===== src/hw/rtl/nsad_pkg.sv =====
// ----------------------------------------------------------------------------
// nsad_pkg
// Shared types and constants of the 3x3 neighbourhood SAD block.
// ----------------------------------------------------------------------------
package nsad_pkg;

  localparam int NUM_SUMS   = 9;
  localparam int PIX_W      = 8;
  localparam int SUM_W      = 32;
  localparam int CODE_W     = 4;
  localparam int SIZE_W     = 13;
  localparam int CFG_ADDR_W = 4;

  // Register indexes on the configuration port (byte address is 4 * index).
  localparam logic [1:0] REG_FRAME_WIDTH  = 2'd0;
  localparam logic [1:0] REG_FRAME_HEIGHT = 2'd1;
  localparam logic [1:0] REG_MASK_ENABLE  = 2'd2;
  localparam logic [1:0] REG_MASK_INDEX   = 2'd3;

  localparam logic [CODE_W-1:0] LAST_CODE = CODE_W'(NUM_SUMS - 1);

  typedef logic [PIX_W-1:0] pix_t;
  typedef logic [SUM_W-1:0] sum_t;

  typedef struct packed {
    logic [SIZE_W-1:0] frame_width;
    logic [SIZE_W-1:0] frame_height;
    logic              mask_enable;
    pix_t              mask_index;
  } nsad_cfg_t;

  // One evaluated raster step, presented to the accumulator bank.
  typedef struct packed {
    logic valid;
    logic contrib;
    logic frame_end;
  } nsad_step_t;

endpackage


===== src/hw/rtl/nsad_cfg.sv =====
// ----------------------------------------------------------------------------
// nsad_cfg
// Configuration register file behind the APB-style port.
// ----------------------------------------------------------------------------
module nsad_cfg (
  input  logic                               clk,
  input  logic                               rst_n,
  input  logic                               cfg_psel,
  input  logic                               cfg_penable,
  input  logic                               cfg_pwrite,
  input  logic [nsad_pkg::CFG_ADDR_W-1:0]    cfg_paddr,
  input  logic [31:0]                        cfg_pwdata,
  output logic [31:0]                        cfg_prdata,
  output logic                               cfg_pready,
  output nsad_pkg::nsad_cfg_t                cfg
);

  import nsad_pkg::*;

  nsad_cfg_t   cfg_r;
  nsad_cfg_t   cfg_nxt;
  logic        wr_en;
  logic [1:0]  reg_sel;

  assign cfg_pready = 1'b1;
  assign reg_sel    = cfg_paddr[3:2];
  assign wr_en      = cfg_psel && cfg_penable && cfg_pwrite && cfg_pready;

  always_comb begin
    cfg_nxt = cfg_r;
    if (wr_en) begin
      case (reg_sel)
        REG_FRAME_WIDTH:  cfg_nxt.frame_width  = cfg_pwdata[SIZE_W-1:0];
        REG_FRAME_HEIGHT: cfg_nxt.frame_height = cfg_pwdata[SIZE_W-1:0];
        REG_MASK_ENABLE:  cfg_nxt.mask_enable  = cfg_pwdata[0];
        REG_MASK_INDEX:   cfg_nxt.mask_index   = cfg_pwdata[PIX_W-1:0];
        default:          cfg_nxt = cfg_r;
      endcase
    end
  end

  always_ff @(posedge clk) begin
    if (!rst_n) begin
      cfg_r.frame_width  <= SIZE_W'(64);
      cfg_r.frame_height <= SIZE_W'(64);
      cfg_r.mask_enable  <= 1'b0;
      cfg_r.mask_index   <= '0;
    end else begin
      cfg_r <= cfg_nxt;
    end
  end

  always_comb begin
    case (reg_sel)
      REG_FRAME_WIDTH:  cfg_prdata = 32'(cfg_r.frame_width);
      REG_FRAME_HEIGHT: cfg_prdata = 32'(cfg_r.frame_height);
      REG_MASK_ENABLE:  cfg_prdata = 32'(cfg_r.mask_enable);
      REG_MASK_INDEX:   cfg_prdata = 32'(cfg_r.mask_index);
      default:          cfg_prdata = '0;
    endcase
  end

  assign cfg = cfg_r;

endmodule


===== config.mk =====
export PLATFORM = sky130hd
export DESIGN_NAME = nsad_cfg
export DESIGN_NICKNAME = d
export VERILOG_FILES = /design/src/hw/rtl/nsad_pkg.sv /design/src/hw/rtl/nsad_cfg.sv
export SDC_FILE = /design/constraint.sdc
export NUM_CORES = 1
export LEC_CHECK = 0
export BUFFER_PORTS_ARGS = -buffer_cell sky130_fd_sc_hd__buf_2
export CAP_MARGIN = 20
export CORE_UTILIZATION = 43
export CTS_CLUSTER_SIZE = 30
export DETAILED_ROUTE_END_ITERATION = 12
export GPL_TIMING_DRIVEN = 1
export HOLD_SLACK_MARGIN = 0.15
export PLACE_DENSITY_LB_ADDON = 0.05
export SYNTH_ARGS = -nofsm -noshare
export SYNTH_HDL_FRONTEND = slang
export SYNTH_SLANG_ARGS = --single-unit

===== constraint.sdc =====
create_clock -name clk -period 1.51 [get_ports clk]
set_clock_uncertainty 0.1 [all_clocks]
set_input_delay 0.151 -clock clk [delete_from_list [all_inputs] [get_ports clk]]
set_output_delay 0.151 -clock clk [all_outputs]
set_load 0.05 [all_outputs]

==> impl_metrics.tcl <==
set metrics [dict create \
    routedWlPerCell_um 11.7 \
    port_buffers 67 \
    vdd_drop_max_mv 0.473 \
    n_antenna_cell 0 \
    grt_max_degree 50 \
    post-dp-hpwl_mm 2.70 \
    first_iter_violations 52 \
    overflow 0 \
    layout.nets 319 \
    rr_startpoint "cfg[6]$_SDFFE_PN0P_" \
    timing.fmax_ghz 0.669 \
    vias 1483 \
    drt_wl_total_mm 3.83 \
    cts_sinks 35 \
    root_buffer "clkbuf_8" \
    fin_crit_sh_pct 98.9 \
    grt_use_total_pct 18.7 \
    fp.dieW_um 66.0 \
    vias_per_cell 4.54 \
    synth_top_flop_cell "dfxtp_1" \
    slew_violations 0 \
    ys_ff_latch 35 \
    period_minus_slack_ns 1.49 \
    rows 22 \
    dr.pass1.iters 4 \
    final-setup-viol-count 0 \
    clk_pin_slew_ns 0.07 \
    min_from "cfg_penable" \
    dpl_cell_area_mm2 0.00220 \
    p_per_area_mw_per_mm2 837 \
    async_flop_share_pct 0 \
    dieArea_mm2 0.00436 \
    clock_path_buffers 2 \
    drive_gt1_share_pct 36.9 \
    clk_latency_ns 0.28 \
    io_pins 109 \
    first_global_vias 1320 \
    syn_to_final_growth_pct 38.2 \
    hp-class "in2reg" \
    rsz0062_at_grt "true" \
    cts_tree "yes" \
    avgSynthCellArea_um2 9.09 \
    htree_levels 2 \
    endpoint_kind "output pin" \
    p_leak_nw 1.21 \
    outcome "finished, final reports clean" \
    antenna_found_initial 0 \
    synth.distinct_cells 21 \
    r2r_setup_slack_ns 0.78 \
    crit_fanout 3 \
    syn_inst 194 \
    ys_warn_count 0 \
    crit_required_ns 1.26 \
    gp_congestion 0.674 \
    start_util_pct 46.4 \
    p_total_mw 2.04 \
    antenna_left 0 \
    fp.dieH_um 66.0 \
    synth-edff-count 0 \
    cts_made_buffers 5 \
    criticalPathCategory "reg2out" \
    largest_reg_flops 35 \
    grt_pass1_wl_mm 6.14 \
    syn_area_mm2 0.00176 \
    drc 0 \
    design_area_mm2 0.00244 \
    cp-startpoint "cfg[0]$_SDFFE_PN0P_" \
    cap_violations 0 \
    worstPathArrival_ns 1.24 \
    seq_area_frac_synth_pct 39.7 \
    finalHoldViolations 0 \
    cts_setup_buffers 0 \
    fill_cells 350 \
    core-area_mm2 0.00380 \
    start_kind "register" \
]
-- per-layer routing --
layer  track usage [%]  routed length (um)  vias up
met4              5.59                  33        0
met1              22.5                1860      656
met3              4.14                 195        4
li1                  -                   -      769
met5                 0                   0        -
met2              32.9                1740       54
-- layout by cell type, fill, tap and decap left out --
master	synthesis	routed
o21ai_4	0	6
nor2b_1	3	3
and2_2	0	1
clkbuf_1	5	1
or3_4	1	1
clkbuf_8	0	7
nor3b_2	1	1
mux2i_1	47	47
mux4_2	1	1
nand2_1	54	54
nor3b_1	1	1
buf_12	0	2
buf_2	1	66
buf_4	24	9
dfxtp_1	35	35
nand3_2	1	1
or3b_1	1	1
dlygate4sd3_1	0	13
o21ai_2	0	1
buf_6	1	1
nor3_1	1	1
conb_1	2	20
nor2_2	1	6
-- where the power goes --
group	internal [mW]	switching, mW
registers	0.935	0.00856
logic	0.106	0.268
clock network	0.416	0.306
-- stage by stage --
step            TNS, ns  worst slack, ns  util, %  hold slack, ns  cells
5_1_grt         -0.0196          -0.0196     64.1           0.243    327
4_1_cts               0          0.00852     64.1           0.239    327
3_3_place_gp          0           0.0339     57.9           0.322    306
2_1_floorplan  -0.00488         -0.00488        -           0.193    212
3_5_place_dp          0           0.0435     57.9           0.338    306
6_report              0           0.0163     64.1           0.243    327
-- cell usage after synthesis (2+ instances only) --
cell type / number / area (um^2)
nand2_1: 54 / 203
conb_1: 2 / 7.51
clkbuf_1: 5 / 18.8
nor2b_1: 3 / 18.8
nor2_1: 5 / 18.8
mux2i_1: 47 / 470
o21ai_0: 7 / 35.0
dfxtp_1: 35 / 701
buf_4: 24 / 180
-- timing repair --
item                       4_1_cts  5_1_grt
setup endpoints to repair        1        7
gates resized for setup          2        1
hold buffers                    13        0
pin swaps                        0        0
hold endpoints to repair        35        0
-- final timing paths --
path                          end  cells after the start
max                 cfg_prdata[0]                      2
min           cfg[8]$_SDFFE_PN0P_                      4
max reg2reg   cfg[6]$_SDFFE_PN0P_                      2
min reg2reg  cfg[13]$_SDFFE_PN0P_                      2
-- worst max-delay path, cell delays in order, from the launching register on --
cell and delay, ns:
dfxtp_1 0.32, mux4_2 0.47, buf_6 0.17
-- final cells by class --
cell class	count	area, um^2	share of cell area (%)
well taps	48	60.1	2.47
flip-flops and latches	35	701	28.8
multi-input cells	145	996	40.9
clock buffers	8	100	4.11
repair buffers	91	579	23.8
-- kinds of logic (layout without fill, tap and decap cells) --
family,after synthesis,count (layout),share of synthesized area [%]
AOI/OAI and AO/OA,7,7,1.99
buffers and inverters,32,99,12.4
DFF,35,35,39.7
muxes,48,48,28.0
other,2,20,0.426
and+or+nand+nor,70,70,17.5
Note: power is estimated with default switching activity, not from simulation.
