<file path="src/hw/rtl/nsad_pkg.sv">
// ----------------------------------------------------------------------------
// nsad_pkg
// Shared types and constants of the 3x3 neighbourhood SAD block.
// ----------------------------------------------------------------------------
package nsad_pkg;

  localparam int NUM_SUMS   = 9;
  localparam int PIX_W      = 8;
  localparam int SUM_W      = 32;
  localparam int CODE_W     = 4;
  localparam int SIZE_W     = 13;
  localparam int CFG_ADDR_W = 4;

  // Register indexes on the configuration port (byte address is 4 * index).
  localparam logic [1:0] REG_FRAME_WIDTH  = 2'd0;
  localparam logic [1:0] REG_FRAME_HEIGHT = 2'd1;
  localparam logic [1:0] REG_MASK_ENABLE  = 2'd2;
  localparam logic [1:0] REG_MASK_INDEX   = 2'd3;

  localparam logic [CODE_W-1:0] LAST_CODE = CODE_W'(NUM_SUMS - 1);

  typedef logic [PIX_W-1:0] pix_t;
  typedef logic [SUM_W-1:0] sum_t;

  typedef struct packed {
    logic [SIZE_W-1:0] frame_width;
    logic [SIZE_W-1:0] frame_height;
    logic              mask_enable;
    pix_t              mask_index;
  } nsad_cfg_t;

  // One evaluated raster step, presented to the accumulator bank.
  typedef struct packed {
    logic valid;
    logic contrib;
    logic frame_end;
  } nsad_step_t;

endpackage

</file>
<file path="src/hw/rtl/nsad_accum.sv">
// ----------------------------------------------------------------------------
// nsad_accum
// Nine saturating SAD accumulators and the result drain buffer.
// ----------------------------------------------------------------------------
module nsad_accum (
  input  logic                             clk,
  input  logic                             rst_n,
  input  nsad_pkg::nsad_step_t             step,
  input  nsad_pkg::pix_t [8:0]             window,
  input  nsad_pkg::pix_t                   held_cur,
  output logic                             busy,
  output logic                             out_valid,
  input  logic                             out_ready,
  output logic [nsad_pkg::CODE_W-1:0]      out_code,
  output nsad_pkg::sum_t                   out_sum,
  output logic                             out_last
);

  import nsad_pkg::*;

  sum_t [NUM_SUMS-1:0] acc_r, acc_nxt, acc_add;
  sum_t [NUM_SUMS-1:0] buf_r;
  logic [CODE_W-1:0]   code_r;
  logic                busy_r;
  logic                pop;

  always_comb begin
    logic [SUM_W:0] total;
    pix_t           d;
    for (int k = 0; k < NUM_SUMS; k++) begin
      d = (held_cur > window[k]) ? held_cur - window[k] : window[k] - held_cur;
      total = {1'b0, acc_r[k]} + (SUM_W + 1)'(d);
      acc_add[k] = total[SUM_W] ? '1 : total[SUM_W-1:0];
    end
  end

  assign acc_nxt = step.contrib ? acc_add : acc_r;

  always_ff @(posedge clk) begin
    if (!rst_n) begin
      acc_r <= '0;
    end else if (step.frame_end) begin
      acc_r <= '0;
    end else begin
      acc_r <= acc_nxt;
    end
  end

  assign pop = busy_r && out_ready;

  // Sums leave from the bottom entry; the rest move down one place per pop.
  always_ff @(posedge clk) begin
    if (step.frame_end) begin
      buf_r <= acc_nxt;
    end else if (pop) begin
      for (int k = 0; k < NUM_SUMS - 1; k++) begin
        buf_r[k] <= buf_r[k + 1];
      end
    end
  end

  always_ff @(posedge clk) begin
    if (!rst_n) begin
      busy_r <= 1'b0;
      code_r <= '0;
    end else if (step.frame_end) begin
      busy_r <= 1'b1;
      code_r <= '0;
    end else if (pop) begin
      if (code_r == LAST_CODE) begin
        busy_r <= 1'b0;
        code_r <= '0;
      end else begin
        code_r <= code_r + 1'b1;
      end
    end
  end

  assign busy      = busy_r;
  assign out_valid = busy_r;
  assign out_code  = code_r;
  assign out_sum   = buf_r[0];
  assign out_last  = (code_r == LAST_CODE);

  a_no_overrun: assert property (@(posedge clk) disable iff (!rst_n)
    step.frame_end |-> !busy_r)
    else $error("frame sums loaded while previous sums are still draining");

  a_drain_starts: assert property (@(posedge clk) disable iff (!rst_n)
    step.frame_end |=> (busy_r && (code_r == '0)))
    else $error("drain did not start at offset zero after frame end");

  a_code_range: assert property (@(posedge clk) disable iff (!rst_n)
    code_r <= LAST_CODE)
    else $error("offset code beyond the last sum");

  a_idle_code: assert property (@(posedge clk) disable iff (!rst_n)
    !busy_r |-> (code_r == '0))
    else $error("offset code not cleared while idle");

endmodule

</file>
<file path="config.mk">
export PLATFORM = sky130hd
export DESIGN_NAME = nsad_accum
export DESIGN_NICKNAME = d
export VERILOG_FILES = /design/src/hw/rtl/nsad_pkg.sv /design/src/hw/rtl/nsad_accum.sv
export SDC_FILE = /design/constraint.sdc
export NUM_CORES = 2
export LEC_CHECK = 0
export BUFFER_PORTS_ARGS = -buffer_cell sky130_fd_sc_hd__buf_2
export CAP_MARGIN = 20
export CORE_ASPECT_RATIO = 2
export CORE_UTILIZATION = 45
export CTS_CLUSTER_SIZE = 14
export DETAILED_ROUTE_END_ITERATION = 16
export SLEW_MARGIN = 20
export SYNTH_ARGS = -nofsm -noshare
export SYNTH_HDL_FRONTEND = slang
export SYNTH_SLANG_ARGS = --single-unit
</file>
<file path="constraint.sdc">
create_clock -name clk -period 16 [get_ports clk]
set_input_delay 3.2 -clock clk [delete_from_list [all_inputs] [get_ports clk]]
set_output_delay 3.2 -clock clk [all_outputs]
set_load 0.05 [all_outputs]
</file>
==> impl_metrics.yaml <==
grt:
  grt_max_degree: 164
  grt_pass1_wl_um: 148000
  grt_overflow: 0
  grt_pass1_vias: 28392
  antenna_found_initial: 0
  grt_usage_pct: 24.1
synthesis:
  syn-num-nets: 4120
  synthSimpleGateAreaFrac_pct: 18.3
  synth_top_family_by_area: "simple AND/OR/NAND/NOR gates"
  synth_cells: 3798
  syn_avg_cell_area_sq_um: 9.19
  synthTopCellsByArea: "edfxtp_1 (25%), dfxtp_1 (17%), ha_1 (7.5%)"
  synth.distinct_cells: 90
  synth-compound-area-share_pct: 16.2
  yosysTopAreaCell: "edfxtp_1"
  synth_warnings: 0
  synthesis.area_sq_mm: 0.0349
  yosysSeqAreaShare_pct: 41.6
  synthAdderAreaFrac_pct: 9.04
  synth_top_area_share_pct: 24.8
  synth-edff-count: 288
  synth_mux_area_share_pct: 5.93
  synth-xor-area-share_pct: 4.21
  ys.flop_type: "dfxtp_1"
  ys_seq_elements: 581
  synthArstFlopShare_pct: 0
drt:
  drt_iter0_markers: 1347
  antenna_left: 0
  detail_route.wl_per_cell_um: 19.3
  drc_errors: 0
  viasPerCell: 5.67
  wl_um: 94400
  vias: 27661
  firstDrtPassIters: 5
power_and_ir_drop:
  irDropWorstVdd_v: 0.0000920
  power_per_cell_area_mw_per_mm2: 100
  p_leak_nw: 15.1
  totalPowerFinal_mw: 3.82
timing:
  post-route-period-util_pct: 57.8
  worst_clock_skew_ns: 0.0152
  period_needed_ns: 9.24
  worst_pin_slew_ns: 1.19
  setup_viol: 0
  setup_tns_ns: 0
  maxSlewViolCount: 0
  slew_headroom_pct: 20.2
  fmax_ghz: 0.108
  hold_viol_final: 0
  rsz0062_at_grt: "false"
cells_and_area:
  layout-drive-gt1-share_pct: 10.2
  n_fill_cell: 7464
  layout.cells.non_filler: 4881
  n_antenna_cell: 0
  finalNetCount: 4133
  syn2layout_area_growth_pct: 8.72
cts:
  ctsResizeCount: 0
  htree_levels: 2
  postCtsSetupRepairBufs: 0
  cts_root_buf: "clkbuf_16"
  ctsHoldBuffers: 0
  cts_buffer_depth: 3
  cts.clk_slew.worst_paths_ns: 0.06
  clkLatencyLatePin_ns: 0.62
  cts_tree: "done"
  cts_buffers: 57
  clock-sinks: 581
worst_setup_path:
  endpoint_kind: "flip-flop"
  worstPathArrival_ns: 9.61
  worstPathMaxFanout: 11
  cp-start-kind: "input port"
  path_class: "input port to flip-flop"
  critPathRequiredTime_ns: 16.37
floorplanning:
  io_pins: 125
  fp.dieH_um: 396
  start_util_pct: 45.4
  core.rowCount: 144
  coreArea_sq_mm: 0.0769
  dieArea_sq_mm: 0.0788
  die_w_um: 199
worst_hold_path:
  hp-class: "flip-flop to flip-flop"
placed_design:
  dp_cells: 4774
  dp_hpwl_um: 68400
  gp_congestion: 0.945
  io_buffers: 123
run:
  maxCapViolations: 0
run_status:
  status: "finished clean"
-- cells in the final DEF (no fill, tap or decap), types with 51 or more instances in the layout --
| cell | netlist | layout |
|---|---|---|
| a21oi_1 | 329 | 329 |
| a31oi_1 | 61 | 61 |
| and2_1 | 94 | 94 |
| and3_1 | 76 | 76 |
| buf_2 | 29 | 121 |
| clkbuf_16 | 0 | 60 |
| dfxtp_1 | 293 | 293 |
| edfxtp_1 | 288 | 288 |
| ha_1 | 209 | 209 |
| inv_1 | 186 | 185 |
| mux2_2 | 102 | 102 |
| mux2i_1 | 75 | 75 |
| nand2_1 | 273 | 271 |
| nand3_1 | 134 | 134 |
| nand4_1 | 56 | 56 |
| nor2_1 | 448 | 448 |
| nor3_1 | 74 | 74 |
| o21ai_0 | 218 | 218 |
| xnor2_1 | 117 | 117 |
| xor2_1 | 51 | 51 |
-- per-layer routing --
metal	share of wire (%)	GRT usage, %
met1	35	22.5
met5	0	0
met3	2.2	2.31
met2	56	47.5
met4	7.1	16.4
-- report_power, final --
part	internal [mW]	switching (mW)
registers	1.66	0.0271
clock network	0.738	0.579
logic	0.296	0.514
total	2.70	1.12
-- kinds of logic after synthesis --
logic type | count (synthesis)
simple gates | 1315
compound gates | 923
flops | 581
buf+inv | 384
fa+ha+maj | 236
mux | 191
xor+xnor | 168
-- worst paths after layout --
check	from	slack (ns)	endpoint	cells past startpoint
max	held_cur[0]	6.76	buf_r[84]$_DFFE_PP_	19
min	out_code[3]$_SDFFE_PP0P_	0.51	out_code[3]$_SDFFE_PP0P_	2
max reg2reg	acc_r[0]$_SDFF_PP0_	12.29	out_sum[26]$_DFFE_PP_	10
min reg2reg	out_code[3]$_SDFFE_PP0P_	0.51	out_code[3]$_SDFFE_PP0P_	2
-- critical path: stages --
cell and delay (ns):
buf_2 0.21, inv_1 0.44, ha_1 0.27, inv_1 0.06
fa_1 0.38, nand3_1 0.13, a21oi_1 0.09, o32ai_2 0.83
mux2i_1 0.22, a21oi_1 0.29, mux2_4 0.33, a2111oi_2 0.59
ha_1 0.32, nand2_1 0.12, a31oi_1 0.35, nand3_1 0.46
nor3_1 0.81, a31oi_1 0.20, mux2_2 0.30
-- per-stage QoR --
step | utilization (%) | cell area, sq um | hold slack (ns) | setup slack, ns
3_5_place_dp | 47.0 | 36200 | 0.504 | 6.22
4_1_cts | 49.3 | 38000 | 0.514 | 6.87
6_report | 49.3 | 38000 | 0.506 | 6.76
5_1_grt | 49.3 | 38000 | 0.534 | 6.60
3_3_place_gp | 47.0 | 36200 | 0.499 | 6.17
2_1_floorplan | - | 34900 | 0.469 | 5.57
-- flip-flops by register name, summed over array words and instances, names as in the netlist --
| name | count |
|---|---|
| out_sum | 32 |
| acc_r | 288 |
| out_code | 4 |
| buf_r | 256 |
| busy | 1 |
-- synth_stat cells (10+ instances only) --
master,instances
fa_1,27
dfxtp_1,293
inv_1,186
buf_2,29
mux2i_1,75
or3_1,14
nor4_1,21
o22ai_1,33
o21a_1,26
nand2b_1,21
buf_4,36
and3_1,76
a21oi_1,329
nand3_1,134
xnor2_1,117
nor2b_1,34
a31oi_1,61
ha_1,209
o211ai_1,12
nor3_1,74
nor2_1,448
and4_1,19
xor2_1,51
nand4_1,56
edfxtp_1,288
a21o_1,38
mux2_1,10
a2111oi_0,11
o21ai_0,218
o21bai_1,18
a211oi_1,26
clkbuf_1,121
and2_1,94
o31ai_1,10
o2bb2ai_1,38
mux2_2,102
nand2_1,273
-- layout make-up --
class	instances	area (sq um)	area share, %
multi-input combinational	2833	18800	49.5
clock inverter	15	77.6	0.204
clock buffer	92	1730	4.56
inverter	187	704	1.86
tap	1022	1280	3.37
timing repair buffer	151	876	2.31
sequential	581	14500	38.2
No activity file was read; power rests on OpenSTA's default activity.
